[src/design/ede_pkg.sv]
`default_nettype none
package ede_pkg;

  localparam int MAX_REF_LEN = 64;
  localparam int DIST_W = 16;
  localparam int CHAR_W = 8;

  localparam logic [1:0] ACT_CLEAR  = 2'd0;
  localparam logic [1:0] ACT_APPEND = 2'd1;
  localparam logic [1:0] ACT_QUERY  = 2'd2;

  typedef struct packed {
    logic [1:0]        action;
    logic [CHAR_W-1:0] char_value;
    logic              is_last;
  } in_item_t;

  typedef struct packed {
    logic [DIST_W-1:0] distance;
    logic              ref_overflow;
  } out_item_t;

  // Wavefront token moving from one cell to the next.
  typedef struct packed {
    logic              last;
    logic [CHAR_W-1:0] ch;
    logic [DIST_W-1:0] left;
    logic [DIST_W-1:0] diag;
    logic [DIST_W-1:0] res;
  } token_t;

  typedef struct packed {
    logic              adv;
    logic              restart;
    logic              wr;
    logic [CHAR_W-1:0] wr_char;
  } cell_ctl_t;

  function automatic logic [DIST_W-1:0] sat_inc(input logic [DIST_W-1:0] v);
    sat_inc = (v == {DIST_W{1'b1}}) ? v : v + DIST_W'(1);
  endfunction

endpackage
`default_nettype wire

[src/design/ede_cell.sv]
`default_nettype none
module ede_cell #(
  parameter int IDX = 1,
  parameter int LW  = 7
) (
  input  wire logic               clk,
  input  wire logic               rst_n,
  input  wire ede_pkg::cell_ctl_t ctl,
  input  wire logic [LW-1:0]      ref_len,
  input  wire logic               in_vld,
  input  wire ede_pkg::token_t    in_tok,
  output logic                    out_vld,
  output ede_pkg::token_t         out_tok
);

  localparam logic [ede_pkg::DIST_W-1:0] RST_VAL = ede_pkg::DIST_W'(IDX);

  logic                       vld_r;
  ede_pkg::token_t            tok_r;
  logic [ede_pkg::DIST_W-1:0] d_r;
  logic [ede_pkg::CHAR_W-1:0] ref_r;
  logic [ede_pkg::DIST_W-1:0] sub;
  logic [ede_pkg::DIST_W-1:0] up1;
  logic [ede_pkg::DIST_W-1:0] lf1;
  logic [ede_pkg::DIST_W-1:0] best;
  ede_pkg::token_t            tok_nxt;

  always_comb begin
    sub = (ref_r == in_tok.ch) ? in_tok.diag : ede_pkg::sat_inc(in_tok.diag);
    up1 = ede_pkg::sat_inc(d_r);
    lf1 = ede_pkg::sat_inc(in_tok.left);
    best = sub;
    if (up1 < best) begin
      best = up1;
    end
    if (lf1 < best) begin
      best = lf1;
    end
    tok_nxt.last = in_tok.last;
    tok_nxt.ch = in_tok.ch;
    tok_nxt.left = best;
    tok_nxt.diag = d_r;
    tok_nxt.res = (ref_len == LW'(IDX)) ? best : in_tok.res;
  end

  always_ff @(posedge clk) begin
    if (!rst_n) begin
      vld_r <= 1'b0;
      d_r <= RST_VAL;
    end else begin
      if (ctl.adv) begin
        vld_r <= in_vld;
      end
      if (ctl.restart) begin
        d_r <= RST_VAL;
      end else if (ctl.adv && in_vld) begin
        d_r <= in_tok.last ? RST_VAL : best;
      end
    end
  end

  always_ff @(posedge clk) begin
    if (ctl.adv) begin
      tok_r <= tok_nxt;
    end
    if (ctl.wr && (ref_len == LW'(IDX - 1))) begin
      ref_r <= ctl.wr_char;
    end
  end

  assign out_vld = vld_r;
  assign out_tok = tok_r;

endmodule
`default_nettype wire

[config.mk]
export PLATFORM = sky130hd
export DESIGN_NAME = ede_cell
export DESIGN_NICKNAME = d
export VERILOG_FILES = /design/src/design/ede_pkg.sv /design/src/design/ede_cell.sv
export SDC_FILE = /design/constraint.sdc
export NUM_CORES = 1
export LEC_CHECK = 0
export ABC_CLOCK_PERIOD_IN_PS = 18400
export BUFFER_PORTS_ARGS = -buffer_cell sky130_fd_sc_hd__buf_4
export CAP_MARGIN = 15
export CORE_MARGIN = 1
export CORE_UTILIZATION = 59
export CTS_BUF_LIST = sky130_fd_sc_hd__clkbuf_4 sky130_fd_sc_hd__clkbuf_8
export CTS_CLUSTER_SIZE = 12
export DETAILED_ROUTE_END_ITERATION = 12
export PLACE_DENSITY = 0.87
export SLEW_MARGIN = 40
export SYNTH_ARGS = -nofsm -noshare
export SYNTH_HDL_FRONTEND = slang
export SYNTH_SLANG_ARGS = --single-unit
[constraint.sdc]
create_clock -name clk -period 18.4 [get_ports clk]
set_input_delay 1.84 -clock clk [delete_from_list [all_inputs] [get_ports clk]]
set_output_delay 1.84 -clock clk [all_outputs]
set_load 0.02 [all_outputs]
# [Word level (Yosys, flattened, before mapping)]
# Index checks and enable logic that the tools add are counted.
[totals] ff_bits=82 in_bits=78 output_inout_bits=58 wordCells=31
[classes] add_sub_neg=3 magnitude_cmp=2 eq_ne=5 n_mux=8 n_bitwise=1 reduce_logical=4
[op_table] cell="two-way mux 16 bit" count=8
[op_table] cell="adder 16 x 1 -> 16 bit, second input constant" count=3
[op_table] cell="== test 16 bit, second input constant" count=3
[op_table] cell="< comparator 16 bit" count=2
[op_table] cell="== test 8 bit" count=1
[op_table] cell="== test 7 x 1 -> 1 bit, second input constant" count=1
[op_table] cell="logical NOT 7 bit" count=1
[op_table] cell="logical AND 1 bit" count=2
[op_table] cell="OR reduction 2 bit" count=1
[op_table] cell="inverter 1 bit" count=1

# [Logic depth before layout (Yosys ltp)]
[logic_depth] word_depth=8 mapped_depth=25 depth_no_buf=23

# [Worst setup path before layout]
# Ideal clock, no wire load.
[synth_timing] path_type="input -> register" start="input in_tok[16] (netlist name)" end="register tok_r, in the netlist out_tok[0], data pin" setup_ns=0.260 t_arrival_ns=7.305 t_required_ns=18.140 path_slack_ns=10.835 cell_stages=23 n_path_buf=1 path_cell_list="ha_1 > nand3_1 > nor4_2 > nor3_1 > and4_1 > xnor2_1 > ha_1 > and2_1 > a221oi_1 > o21a_1 > o211ai_1 > o31ai_2 > buf_4 > mux2_2 > ha_1 > a211oi_1 > o21ai_0 > o211ai_1 > a21oi_1 > a2111o_1 > a31oi_4 > mux2_2 > mux2_2"
[synth_rtl] item="from (decl)" line="ede_cell.sv:11" source="input wire ede_pkg::token_t in_tok,"
[synth_rtl] item="to (signal assigned)" line="ede_cell.sv:64" source="tok_r <= tok_nxt;"
[synth_rtl] item="to (decl)" line="ede_cell.sv:19" source="ede_pkg::token_t tok_r;"

==> flow_metrics.tcl <==
set metrics [dict create \
    status "completed" \
    syn_area_per_cell_um2 11.0 \
    fin_tns_setup_ns 0 \
    path_buf_inv 2 \
    finalNetCount 710 \
    overflow 0 \
    r2r_slack_ns 11.26 \
    cp_cell_sequence "buf_4 -> ha_1 -> nand3_1 -> nor4_2 -> nor3_1 -> and4_1 -> xnor2_1 -> ha_1 -> and2_1 -> a221oi_1 -> o21a_1 -> o211ai_1 -> o31ai_2 -> buf_4 -> mux2_2 -> ha_1 -> a21o_1 -> a21o_1 -> a21oi_1 -> nor2_1 -> a2111o_1 -> a31oi_4 -> mux2_2 -> mux2_2" \
    drv_slew 0 \
    critPathTopFamily "compound AO/OA/AOI/OAI gates" \
    synthesis.nets 571 \
    finClkSkew_ns 0.0118 \
    drive_gt1_share_pct 32.8 \
    gp_congestion 0.941 \
    die-width_um 94.6 \
    max_freq_ghz 0.122 \
    core_um2 8260 \
    drt_pre_antenna_iters 6 \
    startpoint_type "input port" \
    vias 4230 \
    cellPowerDensity_nw_per_um2 64.9 \
    port_buffers 135 \
    yosysTopAreaCellShare_pct 38.6 \
    p_leak_nw 2.71 \
    worstSetupPathType "input port to flop" \
    synth.area.top_cells "edfxtp_1 (39%), ha_1 (8.2%), mux2_2 (7.3%), dfxtp_1 (6.7%), mux2i_1 (4.5%)" \
    clk_pin_slew_ns 0.10 \
    antenna_left 0 \
    tightestPinTransition_ns 0.838 \
    setup_viol 0 \
    p_total_mw 0.414 \
    antenna_cells 0 \
    synth_seq_area_share_pct 45.3 \
    grt_pass1_wl_mm 20.7 \
    cts_tree "yes" \
    yosysWarnings 0 \
    cts_buffer_depth 2 \
    cp-end-kind "flop" \
    synth-xor-area-share_pct 6.23 \
    fin_crit_sh_pct 44.6 \
    cp_max_fo 16 \
    synth_compound_area_share_pct 9.25 \
    cp_data_required_time_ns 18.52 \
    post-route-util_pct 77.3 \
    root_buffer "clkbuf_8" \
    h-tree-depth 3 \
    yosys.area_share.adder_pct 8.16 \
    final_cell_mix "buf_4 (138), edfxtp_1 (65), inv_1 (36)" \
    grt_use_total_pct 30.8 \
    initial_core_util_pct 61.3 \
    finalCriticalPeriod_ns 8.21 \
    layoutNonFillerInstCount 709 \
    cp.arrival_ns 8.33 \
    synth-async-reset-ratio_pct 0 \
    routed.top_layer "met4" \
    rsz0062_at_grt "false" \
    grt_max_degree 61 \
    route.met2.wl_mm 6.73 \
    setup_ws_ns 10.19 \
    synth_top_cell_by_area "edfxtp_1" \
    m1WireLength_mm 5.43 \
    cts_resized 0 \
    synth_cell_types 47 \
    synthSimpleGateAreaFrac_pct 15.4 \
    drt-initial-drc-count 315 \
    post-place-ws_ns 9.90 \
    area_growth_pct 26.2 \
    synth_mux_area_share_pct 11.9 \
    syn_inst 460 \
    wl_per_cell_um 18.8 \
    cpPeakStageDelay_ns 0.76 \
    cts_setup_buffers 0 \
    cts.sinks 82 \
    hold_violations 0 \
    wl_met3_um 784 \
    wirelength_mm 13.3 \
    std_cell_rows 33 \
    synth_top_family_by_area "simple AND/OR/NAND/NOR gates" \
    drc 0 \
    die_h_um 94.6 \
    grt_pass1_vias 4272 \
    place_inst 693 \
    layout_commonest_cell "buf_4" \
    ys.flop_type "edfxtp_1" \
    hpwl_mm 10.2 \
    ir_drop_mv 0.0384 \
    insertion_delay_ns 0.36 \
    final_area_um2 6390 \
    hold_ws_ns 0.508 \
    synth_edf_count 65 \
    crit_slowest_cell "nor4_2" \
    hold_path.class "flop to flop" \
    cts_inserted_buffers 9 \
    ys_seq_elements 82 \
    io_pins 136 \
    synth_area_um2 5060 \
    maxCapViolations 0 \
    relSlewSlack_pct 43.6 \
    fill_cells 542 \
    die_area_um2 8950 \
    dpl-instance-area_um2 6200 \
    grt_antenna_before_repair 0 \
    viasPerCell 5.97 \
    holdBufCountCts 0 \
]
-- layout make-up --
class                      count  area (um2)  area share [%]
multi-input combinational    331        2590            40.6
sequential                    82        2290            35.9
timing repair buffer         139        1050            16.4
inverter                      36         135            2.12
tap                          105         131            2.06
clock buffer                   9         124            1.94
clock inverter                 7        65.1            1.02
-- worst paths after layout --
| path | cells after the start | startpoint | endpoint |
|---|---|---|---|
| worst max-delay path | 24 | in_tok[16] | out_tok[0] |
| worst min-delay path | 2 | out_vld | out_vld |
| worst max register to register | 23 | d_r[3] | out_tok[0] |
| worst min register to register | 2 | out_vld | out_vld |
-- synthesized netlist by cell type (2+ instances only) --
cell type and count:
edfxtp_1 65, inv_1 36, ha_1 33, mux2_2 33
xnor2_1 25, nand3_1 24, mux2i_1 23, nor2_1 23
nand4_1 21, nand2_1 20, dfxtp_1 17, a22o_1 15
o21ai_0 14, a21oi_1 12, xor2_1 11, and4_1 10
nor3_1 9, clkbuf_1 8, and2_1 7, a21o_1 5
and3_1 5, nor4_1 5, nand2b_1 4, or2_2 4
o211ai_1 3, a211oi_1 2, a221oi_1 2, a31oi_1 2
nor2b_1 2, o21a_1 2, or4_1 2
-- worst min-delay path, stage by stage (launching register included) --
cell and delay (ns):
dfxtp_1 0.33, nand2b_1 0.07, a21boi_0 0.07
-- cells by family (layout without fill, tap and decap cells) --
logic type	Yosys count	count (layout)
adders and majority gates	33	33
muxes	56	56
and+or+nand+nor	141	141
buffers and inverters	47	191
AOI/OAI and AO/OA	65	65
DFF	82	82
xor gates and xnor gates	36	36
-- flip-flops by register name, indices dropped and copies added, names as in the netlist --
register	cells
out_tok	57
d_r	16
ref_r	8
out_vld	1
-- power by group --
part           switching [mW]  internal [mW]
Combinational          0.0417         0.0348
Clock                  0.0743         0.0510
Sequential            0.00311          0.209
Total                   0.119          0.295
-- routing by layer --
metal | GRT usage (%) | vias to the layer above
met1 | 37.3 | 2001
li1 | - | 2011
met2 | 54.9 | 186
met4 | 10.4 | 0
met3 | 5.48 | 32
met5 | 0 | -
No activity file was read; power rests on OpenSTA's default activity.
