===== src/design/ede_pkg.sv =====
`default_nettype none
package ede_pkg;

  localparam int MAX_REF_LEN = 64;
  localparam int DIST_W = 16;
  localparam int CHAR_W = 8;

  localparam logic [1:0] ACT_CLEAR  = 2'd0;
  localparam logic [1:0] ACT_APPEND = 2'd1;
  localparam logic [1:0] ACT_QUERY  = 2'd2;

  typedef struct packed {
    logic [1:0]        action;
    logic [CHAR_W-1:0] char_value;
    logic              is_last;
  } in_item_t;

  typedef struct packed {
    logic [DIST_W-1:0] distance;
    logic              ref_overflow;
  } out_item_t;

  // Wavefront token moving from one cell to the next.
  typedef struct packed {
    logic              last;
    logic [CHAR_W-1:0] ch;
    logic [DIST_W-1:0] left;
    logic [DIST_W-1:0] diag;
    logic [DIST_W-1:0] res;
  } token_t;

  typedef struct packed {
    logic              adv;
    logic              restart;
    logic              wr;
    logic [CHAR_W-1:0] wr_char;
  } cell_ctl_t;

  function automatic logic [DIST_W-1:0] sat_inc(input logic [DIST_W-1:0] v);
    sat_inc = (v == {DIST_W{1'b1}}) ? v : v + DIST_W'(1);
  endfunction

endpackage
`default_nettype wire


===== src/design/ede_head.sv =====
`default_nettype none
module ede_head #(
  parameter int LW = 7
) (
  input  wire logic               clk,
  input  wire logic               rst_n,
  input  wire ede_pkg::cell_ctl_t ctl,
  input  wire logic               q_vld,
  input  wire logic [ede_pkg::CHAR_W-1:0] q_ch,
  input  wire logic               q_last,
  input  wire logic [LW-1:0]      ref_len,
  output logic                    out_vld,
  output ede_pkg::token_t         out_tok
);

  logic                       vld_r;
  ede_pkg::token_t            tok_r;
  logic [ede_pkg::DIST_W-1:0] d_r;
  logic [ede_pkg::DIST_W-1:0] inc;
  ede_pkg::token_t            tok_nxt;

  always_comb begin
    inc = ede_pkg::sat_inc(d_r);
    tok_nxt.last = q_last;
    tok_nxt.ch = q_ch;
    tok_nxt.left = inc;
    tok_nxt.diag = d_r;
    tok_nxt.res = (ref_len == LW'(0)) ? inc : '0;
  end

  always_ff @(posedge clk) begin
    if (!rst_n) begin
      vld_r <= 1'b0;
      d_r <= '0;
    end else begin
      if (ctl.adv) begin
        vld_r <= q_vld;
      end
      if (ctl.restart) begin
        d_r <= '0;
      end else if (ctl.adv && q_vld) begin
        d_r <= q_last ? '0 : inc;
      end
    end
  end

  always_ff @(posedge clk) begin
    if (ctl.adv) begin
      tok_r <= tok_nxt;
    end
  end

  assign out_vld = vld_r;
  assign out_tok = tok_r;

endmodule
`default_nettype wire


===== config.mk =====
export PLATFORM = sky130hd
export DESIGN_NAME = ede_head
export DESIGN_NICKNAME = d
export VERILOG_FILES = /design/src/design/ede_pkg.sv /design/src/design/ede_head.sv
export SDC_FILE = /design/constraint.sdc
export NUM_CORES = 1
export LEC_CHECK = 0
export BUFFER_PORTS_ARGS = -buffer_cell sky130_fd_sc_hd__buf_2
export CAP_MARGIN = 20
export CORE_UTILIZATION = 40
export CTS_BUF_LIST = sky130_fd_sc_hd__clkbuf_4 sky130_fd_sc_hd__clkbuf_8
export CTS_CLUSTER_SIZE = 30
export DETAILED_ROUTE_END_ITERATION = 6
export PLACE_DENSITY = 0.67
export SETUP_SLACK_MARGIN = 0.4
export SYNTH_ARGS = -nofsm -noshare
export SYNTH_HDL_FRONTEND = slang
export SYNTH_SLANG_ARGS = --single-unit

===== constraint.sdc =====
create_clock -name clk -period 2.6 [get_ports clk]
set_input_delay 0.13 -clock clk [delete_from_list [all_inputs] [get_ports clk]]
set_output_delay 0.13 -clock clk [all_outputs]
set_load 0.03 [all_outputs]

Yosys cells after proc, flatten, opt, wreduce, memory -nomap -nowiden. Cells that the tools add are included.

Flip-flop bits (word level): 74. Output and inout bits: 58. Logic and storage cells: 15.

$add $sub $neg: 1. Equality and inequality tests: 1. Mux-type cells: 2. Bitwise operators: 1. Reductions and logical operators: 3.

Operator list (count): two-way mux 16 bit (2); adder 16 x 1 -> 16 bit (second input constant) (1); == test 16 bit (second input constant) (1); logical NOT 7 bit (1); OR reduction 2 bit (1); logical AND 1 bit (1); NOT 1 bit (1).

Longest topological paths before layout.
Depth after elaboration: 3. Gate-level depth with buffers: 8.

Worst setup path before layout. Ideal clock, no wire load.

Path type: register to register. Start: register d_r[0] (netlist bit). End: register tok_r (netlist bit out_tok[14]), data pin. Arrival time: 1702 ps. Data required time: 2346 ps. Path slack: 644 ps. Cell stages (with the launch flop): 6. Path buffers: 0. Period minus slack after synthesis: 1956 ps. Cells stage by stage: dfxtp_1 > ha_1 > nand4_1 > nor4_4 > mux2_1 > and2b_1.

Longest elaborated chain between the ends: 2. Elaborated cells between the ends (all ways): 3.

Ends and longest elaborated chain: start, declared (line ede_head.sv:18) `logic [ede_pkg::DIST_W-1:0] d_r;`; start signal, assigned (line ede_head.sv:42) `d_r <= q_last ? '0 : inc;`; adder 16 x 1 -> 16 bit or == test 16 bit (tied branches) (line ede_pkg.sv:40) `sat_inc = (v == {DIST_W{1'b1}}) ? v : v + DIST_W'(1);`; two-way mux 16 bit * (line ede_pkg.sv:40); via inc, one bit (line ede_head.sv:19) `logic [ede_pkg::DIST_W-1:0] inc;`; end signal, assigned (line ede_head.sv:49) `tok_r <= tok_nxt;`; end, declared (line ede_head.sv:17) `ede_pkg::token_t tok_r;`.

The timed path passes the listed nets; every way through them passes the cells marked *. A chain may end at the register's enable or synchronous reset.

Final worst setup path.
Start: register d_r[8] (netlist bit). End: register tok_r (netlist bit out_tok[14]), data pin.

Same word-level chain as after synthesis.

==> metrics.md <==
| Metric | Value |
|---|---|
| Wirelength per Cell | `14.3 um` |
| Post-layout min period | `2030 ps` |
| Worst reg-to-reg setup slack | `570 ps` |
| Vias in the first global route | `1976` |
| H-tree depth | `3` |
| Max Root-Sink Buffers | `2` |
| # IOs | `88` |
| Slowest stage delay, CP | `520 ps` |
| RSZ-0062 raised after global routing | `false` |
| Min Hold Slack | `46.6 ps` |
| Commonest cells after routing, fill and taps aside | `buf_2 (78), edfxtp_1 (57), nand2_1 (20), dfxtp_1 (16), a21oi_1 (15)` |
| Post-DP HPWL | `4.07 mm` |
| Number of fill cells in the layout | `672` |
| Worst Setup End Kind | `flip-flop` |
| Synth Net Count | `268` |
| Status | `finished, final reports clean` |
| Psw | `547 uW` |
| Most used routing layer | `met2` |
| Vias post-DR | `2109` |
| Standard-cell row count | `31` |
| Final Max Tran Viols | `0` |
| Clock sink count | `74` |
| Worst slew margin | `0.542` |
| Clk pin slew, worst setup/hold paths | `70 ps` |
| Max Freq | `0.492 GHz` |
| N_diodes | `0` |
| Primary FF master, synth | `edfxtp_1` |
| Post-Syn Area per Cell | `13.2 um^2` |
| Grt ovf | `0` |
| Largest cells by area after synthesis | `edfxtp_1 (55%), dfxtp_1 (11%), a21oi_1 (2.4%)` |
| Internal Pwr Total | `1.81 mW` |
| Area leader, netlist | `edfxtp_1` |
| Die height | `90.5 um` |
| Area share of the largest cell type after synthesis | `0.547` |
| Netlist cell types | `50` |
| Pleak | `1.52 nW` |
| EDFF count, synth | `57` |
| Syn Inst Count | `237` |
| Crit-path max FO | `9` |
| FF+latch count, synth | `74` |
| Clk_skew | `13.7 ps` |
| Core Region | `7410 um^2` |
| Fin Setup TNS | `0 ps` |
| Period utilisation layout | `0.782` |
| Hold Crit Class | `primary input to flip-flop` |
| Reg power frac | `0.560` |
| TritonCTS buffer count | `9` |
| TritonRoute pass-1 iters | `4` |
| Share of cells above drive strength 1 | `0.355` |
| Post-place setup slack | `416 ps` |
| Power Dens Cells | `603 nW/um^2` |
| Met3 Usage GRT | `0.0311` |
| Final wirelength | `6.15 mm` |
| Slowest cell on the critical path | `dfxtp_1` |
| Worst skew pair latency | `350 ps` |
| First-pass GRT wire length | `9.91 mm` |
| ANT nets after route | `0` |
| Post-DR vias/cell | `4.89` |
| CP Cell Sequence | `nand4_2, nor4_4, mux2_1, and2b_1` |
| Sequential area share after synthesis | `0.655` |
| TritonCTS clock tree | `built` |
| Actual slew at the worst max-slew pin | `687 ps` |
| CP Launch Type | `flip-flop` |
| Port bufs | `78` |
| Max-Cap Viols | `0` |
| Synthesized cell area | `3130 um^2` |
| Ys async rst share | `0` |
| Peak supply drop | `0.278 mV` |
| CTS root buffer | `clkbuf_8` |
| Fin util | `0.527` |
| Req. time, crit path | `2700 ps` |
| Setup WS post-layout | `567 ps` |
| GR Layer Usage met1 | `0.209` |
| Global-route usage over all layers | `0.157` |
| Largest net degree at the start of global routing | `59` |
| Gpl congestion | `0.835` |
| Die outline width | `90.5 um` |
| Crit path DAT | `2140 ps` |
| Yosys warns | `0` |
| Grt met2 use | `0.244` |
| Initial antenna violation count | `0` |
| Setup CP Type | `flip-flop to flip-flop` |
| Synthesis-to-layout area growth | `24.7%` |
| Final setup fails | `0` |
| Remaining DRCs | `0` |
| DR iter-0 viols | `50` |
| Fin. Hold Viols | `0` |
| Combinational share of power | `0.078` |
| Total die area | `8180 um^2` |
| Commonest non-fill, non-tap cell in the layout | `buf_2` |
| Share of total power in the clock network | `0.362` |
| Sw Share | `0.233` |
| Initial Util | `0.423` |
| Nets | `358` |
==> path summary, 6_finish.rpt <==
| path | depth (start not counted) | to | startpoint |
|---|---|---|---|
| min reg2reg | 2 | out_vld$_SDFFE_PN0P_ | out_vld$_SDFFE_PN0P_ |
| max | 4 | out_tok[14]$_SDFFCE_PP0P_ | d_r[8]$_SDFFE_PP0P_ |
| max reg2reg | 4 | out_tok[14]$_SDFFCE_PP0P_ | d_r[8]$_SDFFE_PP0P_ |
| min | 2 | out_vld$_SDFFE_PN0P_ | rst_n |
==> power groups by stage <==
stage | clock network [mW] | logic, mW | registers (mW)
global route | 0.905 | 0.195 | 1.32
detailed placement | 0 | 0.176 | 1.34
finish | 0.852 | 0.184 | 1.32
CTS | 0.862 | 0.185 | 1.32
floorplan | 0 | 0.0209 | 1.42
global placement | 0 | 0.175 | 1.34
==> stage by stage <==
step                      total power [mW]  instance area, um^2  std cells
final                                 2.35                 3900        431
after detailed placement              1.52                 3570        402
after global routing                  2.42                 3900        431
after floorplan                       1.45                 3130        237
after CTS                             2.36                 3840        426
after global placement                1.52                 3570        402
==> worst max-delay path: cells and delay by family (launching register included) <==
kind,cells,cell delay (ps)
DFF,1,520
muxes,1,380
and+or+nand+nor,3,890
==> metal layers <==
layer  vias up  wire (um)
met5         -          0
met4         0         82
met3         6        337
met2        59       3000
met1       982       2740
li1       1062          -
==> cell type report <==
cell class	instances	area [um^2]	share of cell area
Timing Repair Buffer	94	543	0.139
Inverter	1	3.75	0.000962
Multi-Input combinational cell	147	988	0.253
Clock buffer	10	131	0.0337
Clock inverter	6	58.8	0.0151
Sequential cell	74	2050	0.526
Tap cell	99	124	0.0317
==> registers in the layout, summed over array words and instances, names as in the netlist <==
signal,count
d_r,16
out_tok,57
out_vld,1
==> Yosys cell counts (2+ instances only) <==
| cell | count |
|---|---|
| and3_1 | 10 |
| nor2b_1 | 7 |
| nand4_1 | 3 |
| a31oi_1 | 4 |
| nand2b_1 | 3 |
| and2b_1 | 2 |
| mux2_2 | 2 |
| a21o_1 | 4 |
| buf_6 | 4 |
| nand2_1 | 20 |
| nor3_1 | 8 |
| clkbuf_1 | 5 |
| mux2_1 | 2 |
| dfxtp_1 | 17 |
| and4_1 | 2 |
| or3_1 | 6 |
| nor2_1 | 11 |
| o21ai_0 | 2 |
| nand3_1 | 10 |
| buf_2 | 6 |
| a21oi_1 | 15 |
| xnor2_1 | 6 |
| xor2_1 | 3 |
| o21ai_1 | 3 |
| edfxtp_1 | 57 |
==> timing repair <==
action | 4_1_cts | 5_1_grt
endpoints found under the hold margin | 8 | 0
hold buffers | 8 | 0
buffers inserted | 0 | 5
setup endpoints to repair | 0 | 9
gates resized for setup | 0 | 3
==> cell families after synthesis <==
family	share of synthesized area
AO/OA/AOI/OAI	0.0967
buffers and inverters	0.0312
AND/OR/NAND/NOR	0.173
XOR/XNOR	0.0252
flip-flops	0.655
adder cells (fa/ha/maj)	0.00400
multiplexers	0.0144
(Power assumes the default switching activity.)
